`src/rtl/core/dfu_rsm_pkg.sv`:
```
// ----------------------------------------------------------------------------
// dfu_rsm_pkg
// Types and codes shared by the DFU class request state machine.
// ----------------------------------------------------------------------------
package dfu_rsm_pkg;

  typedef enum logic [2:0] {
    OP_DETACH    = 3'd0,
    OP_DNLOAD    = 3'd1,
    OP_UPLOAD    = 3'd2,
    OP_GETSTATUS = 3'd3,
    OP_CLRSTATUS = 3'd4,
    OP_GETSTATE  = 3'd5,
    OP_ABORT     = 3'd6,
    OP_UNKNOWN   = 3'd7
  } dfu_op_e;

  typedef enum logic [3:0] {
    ST_APP_IDLE      = 4'd0,
    ST_APP_DETACH    = 4'd1,
    ST_DFU_IDLE      = 4'd2,
    ST_DN_SYNC       = 4'd3,
    ST_DN_BUSY       = 4'd4,
    ST_DN_IDLE       = 4'd5,
    ST_MAN_SYNC      = 4'd6,
    ST_MANIFEST      = 4'd7,
    ST_MAN_WAIT_RST  = 4'd8,
    ST_UP_IDLE       = 4'd9,
    ST_ERROR         = 4'd10
  } dfu_state_e;

  typedef enum logic [2:0] {
    KIND_NONE   = 3'd0,
    KIND_STATUS = 3'd1,
    KIND_STATE  = 3'd2,
    KIND_UPLOAD = 3'd3,
    KIND_DNLOAD = 3'd4
  } xfer_kind_e;

  // bStatus codes
  localparam logic [3:0] ERR_NONE       = 4'h0;
  localparam logic [3:0] ERR_UNKNOWN    = 4'hE;
  localparam logic [3:0] ERR_STALLEDPKT = 4'hF;

  // Fixed EP0 reply sizes
  localparam logic [15:0] STATUS_LEN = 16'd6;
  localparam logic [15:0] STATE_LEN  = 16'd1;

  typedef struct packed {
    dfu_op_e     operation;
    logic [15:0] request_length;
    logic        media_ok;
    logic [15:0] media_length;
  } dfu_req_t;

  typedef struct packed {
    logic        stall_res;
    xfer_kind_e  transfer_kind;
    logic [15:0] transfer_length;
    logic [3:0]  reply_status;
    logic [3:0]  reply_state;
    logic        poll_timeout;
    logic        detach_seen;
  } dfu_rsp_t;

  function automatic logic state_is_abortable(dfu_state_e s);
    return (s == ST_DFU_IDLE) || (s == ST_DN_SYNC) || (s == ST_DN_IDLE) ||
           (s == ST_MAN_SYNC) || (s == ST_UP_IDLE);
  endfunction

endpackage

```
`src/rtl/core/dfu_request_state_machine.sv`:
```
// ----------------------------------------------------------------------------
// dfu_request_state_machine
// DFU class request handler: checks each request against the DFU state,
// updates state, bStatus and the sticky detach flag, and returns one response.
// ----------------------------------------------------------------------------
//
//  channel | dir | signals                          | payload
//  --------+-----+----------------------------------+-----------------------
//  request | in  | req_valid_i / req_ready_o        | req_i  (dfu_req_t)
//  reply   | out | rsp_valid_o / rsp_ready_i        | rsp_o  (dfu_rsp_t)
//
//  - One request per cycle while replies are taken: the whole decision is one
//    level of compares and muxes ahead of the response register.
//  - State, bStatus and detach flag update at the edge that accepts a request;
//    the response for that request is in rsp_o from the next cycle.
//  - The response register frees up in the cycle it is taken, so a new
//    request is accepted while rsp_ready_i is high or the register is empty.
//  - A stalled reply holds the register and blocks new requests.
//  - Reset (rst_ni low, async) returns to dfuIDLE, no error, no detach.
//
module dfu_request_state_machine (
  input  logic                  clk_i,
  input  logic                  rst_ni,
  input  logic                  req_valid_i,
  output logic                  req_ready_o,
  input  dfu_rsm_pkg::dfu_req_t req_i,
  output logic                  rsp_valid_o,
  input  logic                  rsp_ready_i,
  output dfu_rsm_pkg::dfu_rsp_t rsp_o
);
  import dfu_rsm_pkg::*;

  dfu_state_e state_q, state_d;
  logic [3:0] err_q, err_d;
  logic       detach_q, detach_d;
  logic       rsp_valid_q, rsp_valid_d;
  dfu_rsp_t   rsp_q, rsp_d;
  logic       req_fire;

  // Response slot is free when empty or being drained this cycle.
  assign req_ready_o = !rsp_valid_q || rsp_ready_i;
  assign req_fire    = req_valid_i && req_ready_o;

  // --------------------------------------------------------------------------
  // Next state: state, bStatus and detach flag
  // --------------------------------------------------------------------------
  always_comb begin
    state_d  = state_q;
    err_d    = err_q;
    detach_d = detach_q;
    if (req_fire) begin
      case (req_i.operation)
        OP_DETACH: begin
          if (state_is_abortable(state_q)) begin
            state_d = ST_DFU_IDLE;
            err_d   = ERR_NONE;
          end
          detach_d = 1'b1;
        end
        OP_DNLOAD: begin
          if (req_i.request_length != '0) begin
            // data block: only from dfuIDLE / dfuDNLOAD-IDLE with media ok
            if ((state_q == ST_DFU_IDLE || state_q == ST_DN_IDLE) && req_i.media_ok) begin
              state_d = ST_DN_SYNC;
            end
          end else if (state_q == ST_DN_IDLE) begin
            // zero length ends the download; manifest even if the step fails
            state_d = ST_MAN_SYNC;
          end
        end
        OP_UPLOAD: begin
          if (req_i.request_length == '0) begin
            state_d = ST_DFU_IDLE;
          end else if (state_q == ST_DFU_IDLE || state_q == ST_UP_IDLE) begin
            if (req_i.media_ok) begin
              // short frame ends the upload
              state_d = (req_i.request_length > req_i.media_length) ? ST_DFU_IDLE
                                                                    : ST_UP_IDLE;
            end else begin
              state_d = ST_ERROR;
              err_d   = ERR_STALLEDPKT;
            end
          end
        end
        OP_GETSTATUS: begin
          if (state_q == ST_DN_SYNC) begin
            state_d = ST_DN_IDLE;
          end else if (state_q == ST_MAN_SYNC) begin
            state_d = ST_DFU_IDLE;
          end
        end
        OP_CLRSTATUS: begin
          if (state_q == ST_ERROR) begin
            state_d = ST_DFU_IDLE;
            err_d   = ERR_NONE;
          end else begin
            state_d = ST_ERROR;
            err_d   = ERR_UNKNOWN;
          end
        end
        OP_ABORT: begin
          if (state_is_abortable(state_q)) begin
            state_d = ST_DFU_IDLE;
            err_d   = ERR_NONE;
          end
        end
        default: begin
          // getstate and unknown requests leave the state alone
        end
      endcase
    end
  end

  // --------------------------------------------------------------------------
  // Response fields (from the state before the transition)
  // --------------------------------------------------------------------------
  always_comb begin
    rsp_d                 = '0;
    rsp_d.transfer_kind   = KIND_NONE;
    rsp_d.detach_seen     = detach_d;
    case (req_i.operation)
      OP_DETACH, OP_CLRSTATUS, OP_ABORT: begin
        // no transfer, never stalls
      end
      OP_DNLOAD: begin
        if (req_i.request_length != '0) begin
          if ((state_q == ST_DFU_IDLE || state_q == ST_DN_IDLE) && req_i.media_ok) begin
            rsp_d.transfer_kind   = KIND_DNLOAD;
            rsp_d.transfer_length = req_i.media_length;
          end else begin
            rsp_d.stall_res = 1'b1;
          end
        end else begin
          rsp_d.stall_res = (state_q != ST_DN_IDLE) || !req_i.media_ok;
        end
      end
      OP_UPLOAD: begin
        if (req_i.request_length != '0) begin
          if ((state_q == ST_DFU_IDLE || state_q == ST_UP_IDLE) && req_i.media_ok) begin
            rsp_d.transfer_kind   = KIND_UPLOAD;
            rsp_d.transfer_length = req_i.media_length;
          end else begin
            rsp_d.stall_res = 1'b1;
          end
        end
      end
      OP_GETSTATUS: begin
        rsp_d.transfer_kind   = KIND_STATUS;
        rsp_d.transfer_length = STATUS_LEN;
        rsp_d.reply_status    = err_q;
        rsp_d.reply_state     = 4'(state_q);
        if (state_q == ST_MAN_SYNC) begin
          // manifestation reported as in progress with a 1 ms poll
          rsp_d.reply_state  = 4'(ST_MANIFEST);
          rsp_d.poll_timeout = 1'b1;
        end
      end
      OP_GETSTATE: begin
        rsp_d.transfer_kind   = KIND_STATE;
        rsp_d.transfer_length = STATE_LEN;
        rsp_d.reply_state     = 4'(state_q);
      end
      default: begin
        rsp_d.stall_res = 1'b1;
      end
    endcase
  end

  assign rsp_valid_d = req_fire || (rsp_valid_q && !rsp_ready_i);

  always_ff @(posedge clk_i or negedge rst_ni) begin
    if (!rst_ni) begin
      state_q     <= ST_DFU_IDLE;
      err_q       <= ERR_NONE;
      detach_q    <= 1'b0;
      rsp_valid_q <= 1'b0;
    end else begin
      state_q     <= state_d;
      err_q       <= err_d;
      detach_q    <= detach_d;
      rsp_valid_q <= rsp_valid_d;
    end
  end

  always_ff @(posedge clk_i) begin
    if (req_fire) begin
      rsp_q <= rsp_d;
    end
  end

  assign rsp_valid_o = rsp_valid_q;
  assign rsp_o       = rsp_q;

`ifndef SYNTHESIS
  a_fire_gives_rsp: assert property (@(posedge clk_i) disable iff (!rst_ni)
    req_fire |=> rsp_valid_q)
    else $error("accepted request produced no response");

  a_detach_sticky: assert property (@(posedge clk_i) disable iff (!rst_ni)
    (req_fire && req_i.operation == OP_DETACH) |=> (detach_q && rsp_q.detach_seen))
    else $error("detach flag not set after detach request");

  a_error_has_code: assert property (@(posedge clk_i) disable iff (!rst_ni)
    (state_q == ST_ERROR) |-> (err_q != ERR_NONE))
    else $error("dfuERROR without bStatus code");

  a_stall_no_xfer: assert property (@(posedge clk_i) disable iff (!rst_ni)
    (rsp_valid_q && rsp_q.stall_res) |-> (rsp_q.transfer_kind == KIND_NONE))
    else $error("stalled request carries a transfer");

  a_poll_manifest: assert property (@(posedge clk_i) disable iff (!rst_ni)
    (rsp_valid_q && rsp_q.poll_timeout) |->
      (rsp_q.reply_state == 4'(ST_MANIFEST) && rsp_q.transfer_kind == KIND_STATUS))
    else $error("poll timeout outside manifestation status");
`endif

endmodule

```
`config.mk`:
```
export PLATFORM = sky130hd
export DESIGN_NAME = dfu_request_state_machine
export DESIGN_NICKNAME = d
export VERILOG_FILES = /design/src/rtl/core/dfu_rsm_pkg.sv /design/src/rtl/core/dfu_request_state_machine.sv
export SDC_FILE = /design/constraint.sdc
export NUM_CORES = 1
export LEC_CHECK = 0
export ABC_AREA = 1
export BUFFER_PORTS_ARGS = -buffer_cell sky130_fd_sc_hd__buf_4
export CAP_MARGIN = 10
export CORE_MARGIN = 2
export CORE_UTILIZATION = 45
export CTS_BUF_LIST = sky130_fd_sc_hd__clkbuf_16
export DETAILED_ROUTE_END_ITERATION = 8
export HOLD_SLACK_MARGIN = 0.1
export PLACE_DENSITY = 0.75
export SYNTH_ARGS = -nofsm -noshare
export SYNTH_HDL_FRONTEND = slang
export SYNTH_SLANG_ARGS = --single-unit
```
`constraint.sdc`:
```
create_clock -name clk_i -period 1.7 [get_ports clk_i]
set_input_delay 0.34 -clock clk_i [delete_from_list [all_inputs] [get_ports clk_i]]
set_output_delay 0.34 -clock clk_i [all_outputs]
set_load 0.03 [all_outputs]
```
# Word-level counts from Yosys, hierarchy flattened
# Index checks and enable logic that the tools add are counted.
[totals]
input_bits = 40
regBits = 40
elab_cells = 89
[op_classes]
n_lt_le_gt_ge = 1
n_reduce_logical = 25
eq_ne = 21
mux = 31
[ops]
columns = ["cell", "n"]
rows = [
  ["case mux 19 bit (4 select lines)", 1],
  ["two-way mux 4 bit", 16],
  ["two-way mux 19 bit", 2],
  ["two-way mux 20 bit", 1],
  ["case mux 4 bit (5 select lines)", 1],
  ["two-way mux 18 bit", 1],
  ["> comparator 16 bit", 1],
  ["zero test 16 bit", 1],
  ["nonzero test 16 bit", 1],
  ["inequality test 3 bit, second input constant", 4],
  ["case mux 4 bit (3 select lines)", 1],
  ["equality test 3 bit, second input constant", 3],
  ["logical OR 1 bit", 9],
  ["equality test 4 x 2 -> 1 bit, second input constant", 2],
  ["equality test 4 x 3 -> 1 bit, second input constant", 2],
  ["equality test 4 bit, second input constant", 2],
  ["case mux 4 bit (2 select lines)", 1],
  ["AND reduction 7 bit", 1],
  ["equality test 3 x 2 -> 1 bit, second input constant", 2],
  ["inequality test 2 bit, second input constant", 3],
  ["AND reduction 6 bit", 1],
  ["two-way mux 1 bit", 5],
  ["two-way mux 5 bit", 1],
  ["nonzero test 5 bit", 1],
  ["10 further kinds", 15],
]

# Logic depth before layout (Yosys ltp)
[logic_depth]
word_depth = 7
depth_mapped = 16

# Worst setup path after synthesis
# Ideal clock, no wire load.
[synth_path]
path_kind = "register to register"
from = "register rsp_valid_q (netlist: rsp_valid_o)"
to = "register state_q[1]"
path_buffers = 0
t_required_ns = 1.628
setup_ns = 0.072
stages_incl_launch_ff = 10
setup_slack_ns = -0.410
arrival_ns = 2.038
path_cell_list = "dfrtp_1 nand2_1 nand2_1 inv_1 nand2_2 nor2_4 nand2_4 inv_4 nand3_1 o21ai_1"
[synth_between]
elab_chain_len = 4
[synth_rtl]
columns = ["element", "line", "text"]
rows = [
  ["start, declared", "dfu_request_state_machine.sv:36", "logic rsp_valid_q, rsp_valid_d;"],
  ["start signal, assigned", "dfu_request_state_machine.sv:181", "rsp_valid_q <= rsp_valid_d;"],
  ["zero test 1 bit", "dfu_request_state_machine.sv:41", "assign req_ready_o = !rsp_valid_q || rsp_ready_i;"],
  ["logical OR 1 bit", "dfu_request_state_machine.sv:41", ""],
  ["via req_ready_o", "dfu_request_state_machine.sv:25", "output logic req_ready_o,"],
  ["logical AND 1 bit", "dfu_request_state_machine.sv:42", "assign req_fire = req_valid_i && req_ready_o;"],
  ["via req_fire", "dfu_request_state_machine.sv:38", "logic req_fire;"],
  ["AND reduction 7 bit (no source line)", "-", ""],
  ["end signal, assigned", "dfu_request_state_machine.sv:178", "state_q <= state_d;"],
  ["end, declared", "dfu_request_state_machine.sv:33", "dfu_state_e state_q, state_d;"],
]
# The timed path passes the listed nets, and every way through them passes these cells.
# A chain may end at the register's enable or synchronous reset.

# Worst setup path in the final report
[layout_path]
from = "register state_q[1]"
to = "register state_q[1]"
[layout_between]
elab_chain_len = 7
[layout_rtl]
columns = ["element", "line", "text"]
rows = [
  ["equality test 4 x 2 -> 1 bit, on equally long branches", "-", ""],
  ["logical OR 1 bit (3 in series)", "dfu_rsm_pkg.sv:67", "return (s == ST_DFU_IDLE) || (s == ST_DN_SYNC) || (s == ST_DN_IDLE) ||"],
  ["logical OR 1 bit", "dfu_rsm_pkg.sv:68", "(s == ST_MAN_SYNC) || (s == ST_UP_IDLE);"],
  ["inequality test 2 x 1 -> 1 bit (no source line)", "-", ""],
  ["AND reduction 7 bit (no source line)", "-", ""],
]
# Several ways; a longest one is shown, not always the timed one.

==> impl_metrics.toml <==
[placement]
globalplace.congestion = 0.884
dpl.hpwl_um = 3960
postPlaceCellArea_sq_um = 2790
place_ws_ns = -0.0608
port_buffers = 71

[logic_synthesis]
ys_ff_latch = 36
ys_types = 27
synthMuxAreaShare_pct = 0
netlist_instances = 258
synth_compound_area_share_pct = 6.34
syn_area_per_cell_sq_um = 8.34
synthFlopType = "edfxtp_1"
seq_area_frac_synth_pct = 48.5
synth_top_family_by_area = "simple AND/OR/NAND/NOR gates"
synth_xor_area_share_pct = 0
synth_edf_count = 28
async_flop_share_pct = 22.2
synth_nets = 314
synthAdderAreaFrac_pct = 9.31
synth_warnings = 0
yosys.area_share.simple_pct = 27.2
syn_area_sq_um = 2150

[grt]
grt.overflow.total = 0
grt_pass1_wl_um = 8420
grt_max_degree = 23
grt_pass1_vias = 2007
track_usage_pct = 20.3
antenna_found_initial = 0

[final_layout]
seq_area_sq_um = 1040
final_common_cell = "buf_4"
fill_cells = 402
final_cell_mix = "buf_4 (78), nand2_1 (57), nor2_1 (50)"
antenna_cells = 0
area_growth_pct = 37.2
nets = 397
stdcell_area_sq_um = 2950
multi_input_comb_area_sq_um = 941
drive_gt1_share_pct = 32.5

[cts]
cts_made_buffers = 5
clockRootBuffer = "clkbuf_16"
cts_tree = "built"
cts_num_sinks = 36
cts_max_level = 2
cts.clk_slew.worst_paths_ns = 0.05
clock_latency_ns = 0.28
clock_tree.buffer_depth = 2

[detailed_routing]
viasPerCell = 4.96
drtIter0Drc = 154
postRouteAntennaNets = 0
drc = 0
wl_um = 4990
num_vias = 1966
dr.pass1.iters = 4
routedWlPerCell_um = 12.6

[critical_path]
crit_family = "simple AND/OR/NAND/NOR gates"
setup.worst_path.end_class = "flop"
critPathKind = "flop to flop"
worstSetupStartpointType = "flop"
crit_buf_inv = 1
path_common_cell = "nand3_1"
worst_path_largest_cell_delay_ns = 0.56
crit_slowest_cell = "dfstp_2"
cp.required_ns = 1.91
critPathArrivalTime_ns = 1.77
cp_max_fo = 5
path_cells = "nand2_1 > nor2_2 > nor2_1 > nand3_1 > nand2_2 > nor2_4 > nand2_4 > inv_4 > nand3_1 > o21ai_1"

[sta]
fin_tns_setup_ns = 0
relSlewSlack_pct = 78.2
setup_viol_count_final = 0
rsz0062_at_grt = "false"
fin_skew_ns = 0.00338
fmax_mhz = 638
post-route-period-util_pct = 92.2
hold_viol = 0
tightestPinTransition_ns = 0.324
finalWorstSetupSlack_ns = 0.132
slew_violations = 0
period_minus_slack_ns = 1.57

[floorplan]
start_util_pct = 46.1
core_area_sq_um = 4660
die_y_um = 73.1
die_w_um = 73.1
fp.dieArea_sq_um = 5350
ios = 72
rows = 25

[power_and_ir_drop]
power_density_nw_per_um2 = 923
peakVddDrop_v = 0.000375
leakage_nw = 1.49
p_total_mw = 2.73

[job]
max_cap_viol_count = 0

[run_status]
status = "complete, no violations"

[min_path]
min_path_type = "input port to flop"
## routing by layer
layer	global-route usage, %	wire [um]	up-vias
met4	9.88	141	0
met2	35.8	2500	59
met3	3.45	288	15
li1	-	-	994
met1	23.5	2050	898
met5	0	0	-
## Yosys cell counts, types with 2 or more instances
cell | number | area (sq um)
nand3_1 | 11 | 55.1
o21ai_0 | 8 | 40.0
ha_1 | 16 | 200
o21ai_1 | 5 | 25.0
nand4_1 | 2 | 12.5
nor2_4 | 2 | 22.5
inv_2 | 8 | 30.0
nor2_1 | 51 | 191
nand2_1 | 60 | 225
nor2_2 | 3 | 18.8
a21oi_1 | 6 | 30.0
inv_1 | 34 | 128
nor3_1 | 2 | 10.0
buf_4 | 3 | 22.5
dfrtp_1 | 7 | 175
nand2_2 | 2 | 12.5
edfxtp_1 | 28 | 841
## per-stage QoR
| step | hold WS, ns | util (%) | std cells |
|---|---|---|---|
| 6_report | 0.265 | 63.3 | 396 |
| 5_1_grt | 0.291 | 63.3 | 396 |
| 4_1_cts | 0.266 | 63.0 | 395 |
| 3_5_place_dp | 0.167 | 59.8 | 386 |
| 3_3_place_gp | 0.165 | 59.8 | 386 |
| 2_1_floorplan | 0.0444 | - | 258 |
## state kept, by name, summed over array words and instances (netlist names)
name,flops
rsp_o,28
state_q,4
err_q,2
rsp_valid_o,1
detach_q,1
## power by group
group	internal [mW]	total (mW)	switching, mW
logic	0.287	0.749	0.463
clock network	0.526	0.847	0.320
registers	1.07	1.13	0.0602
## kinds of logic after synthesis
logic type | count (synthesis)
AO/OA/AOI/OAI | 24
AND/OR/NAND/NOR | 136
flip-flops | 36
adder cells (fa/ha/maj) | 16
buffers and inverters | 46
## layout make-up
type / count / share of cell area [%]
clock buffers: 5 / 4.24
flip-flops and latches: 36 / 35.4
repair buffers: 79 / 20.2
multi-input cells: 176 / 31.9
well taps: 54 / 2.29
clock inverters: 3 / 0.382
inverters: 43 / 5.68
## worst min-delay path, stage by stage
cell and delay, ns:
buf_4 0.09, inv_1 0.03, nand2_1 0.05
## final timing paths
check	start	endpoint	slack, ns	depth (start not counted)
min	req_valid_i	rsp_valid_o	0.26	3
max reg2reg	state_q[1]	state_q[1]	0.13	10
min reg2reg	detach_q	detach_q	0.48	1
max in group asynchronous	rst_ni	state_q[1]	1.07	2
min in group asynchronous	rst_ni	state_q[3]	0.42	2
max	state_q[1]	state_q[1]	0.13	10
## repair_timing
| item | 4_1_cts | 5_1_grt |
|---|---|---|
| resized for setup | 0 | 3 |
| setup buffers | 0 | 1 |
| hold endpoints to repair | 8 | 0 |
| hold buffers | 1 | 0 |
| endpoints found under the setup margin | 0 | 22 |
Power figures use the tool's default switching activity.
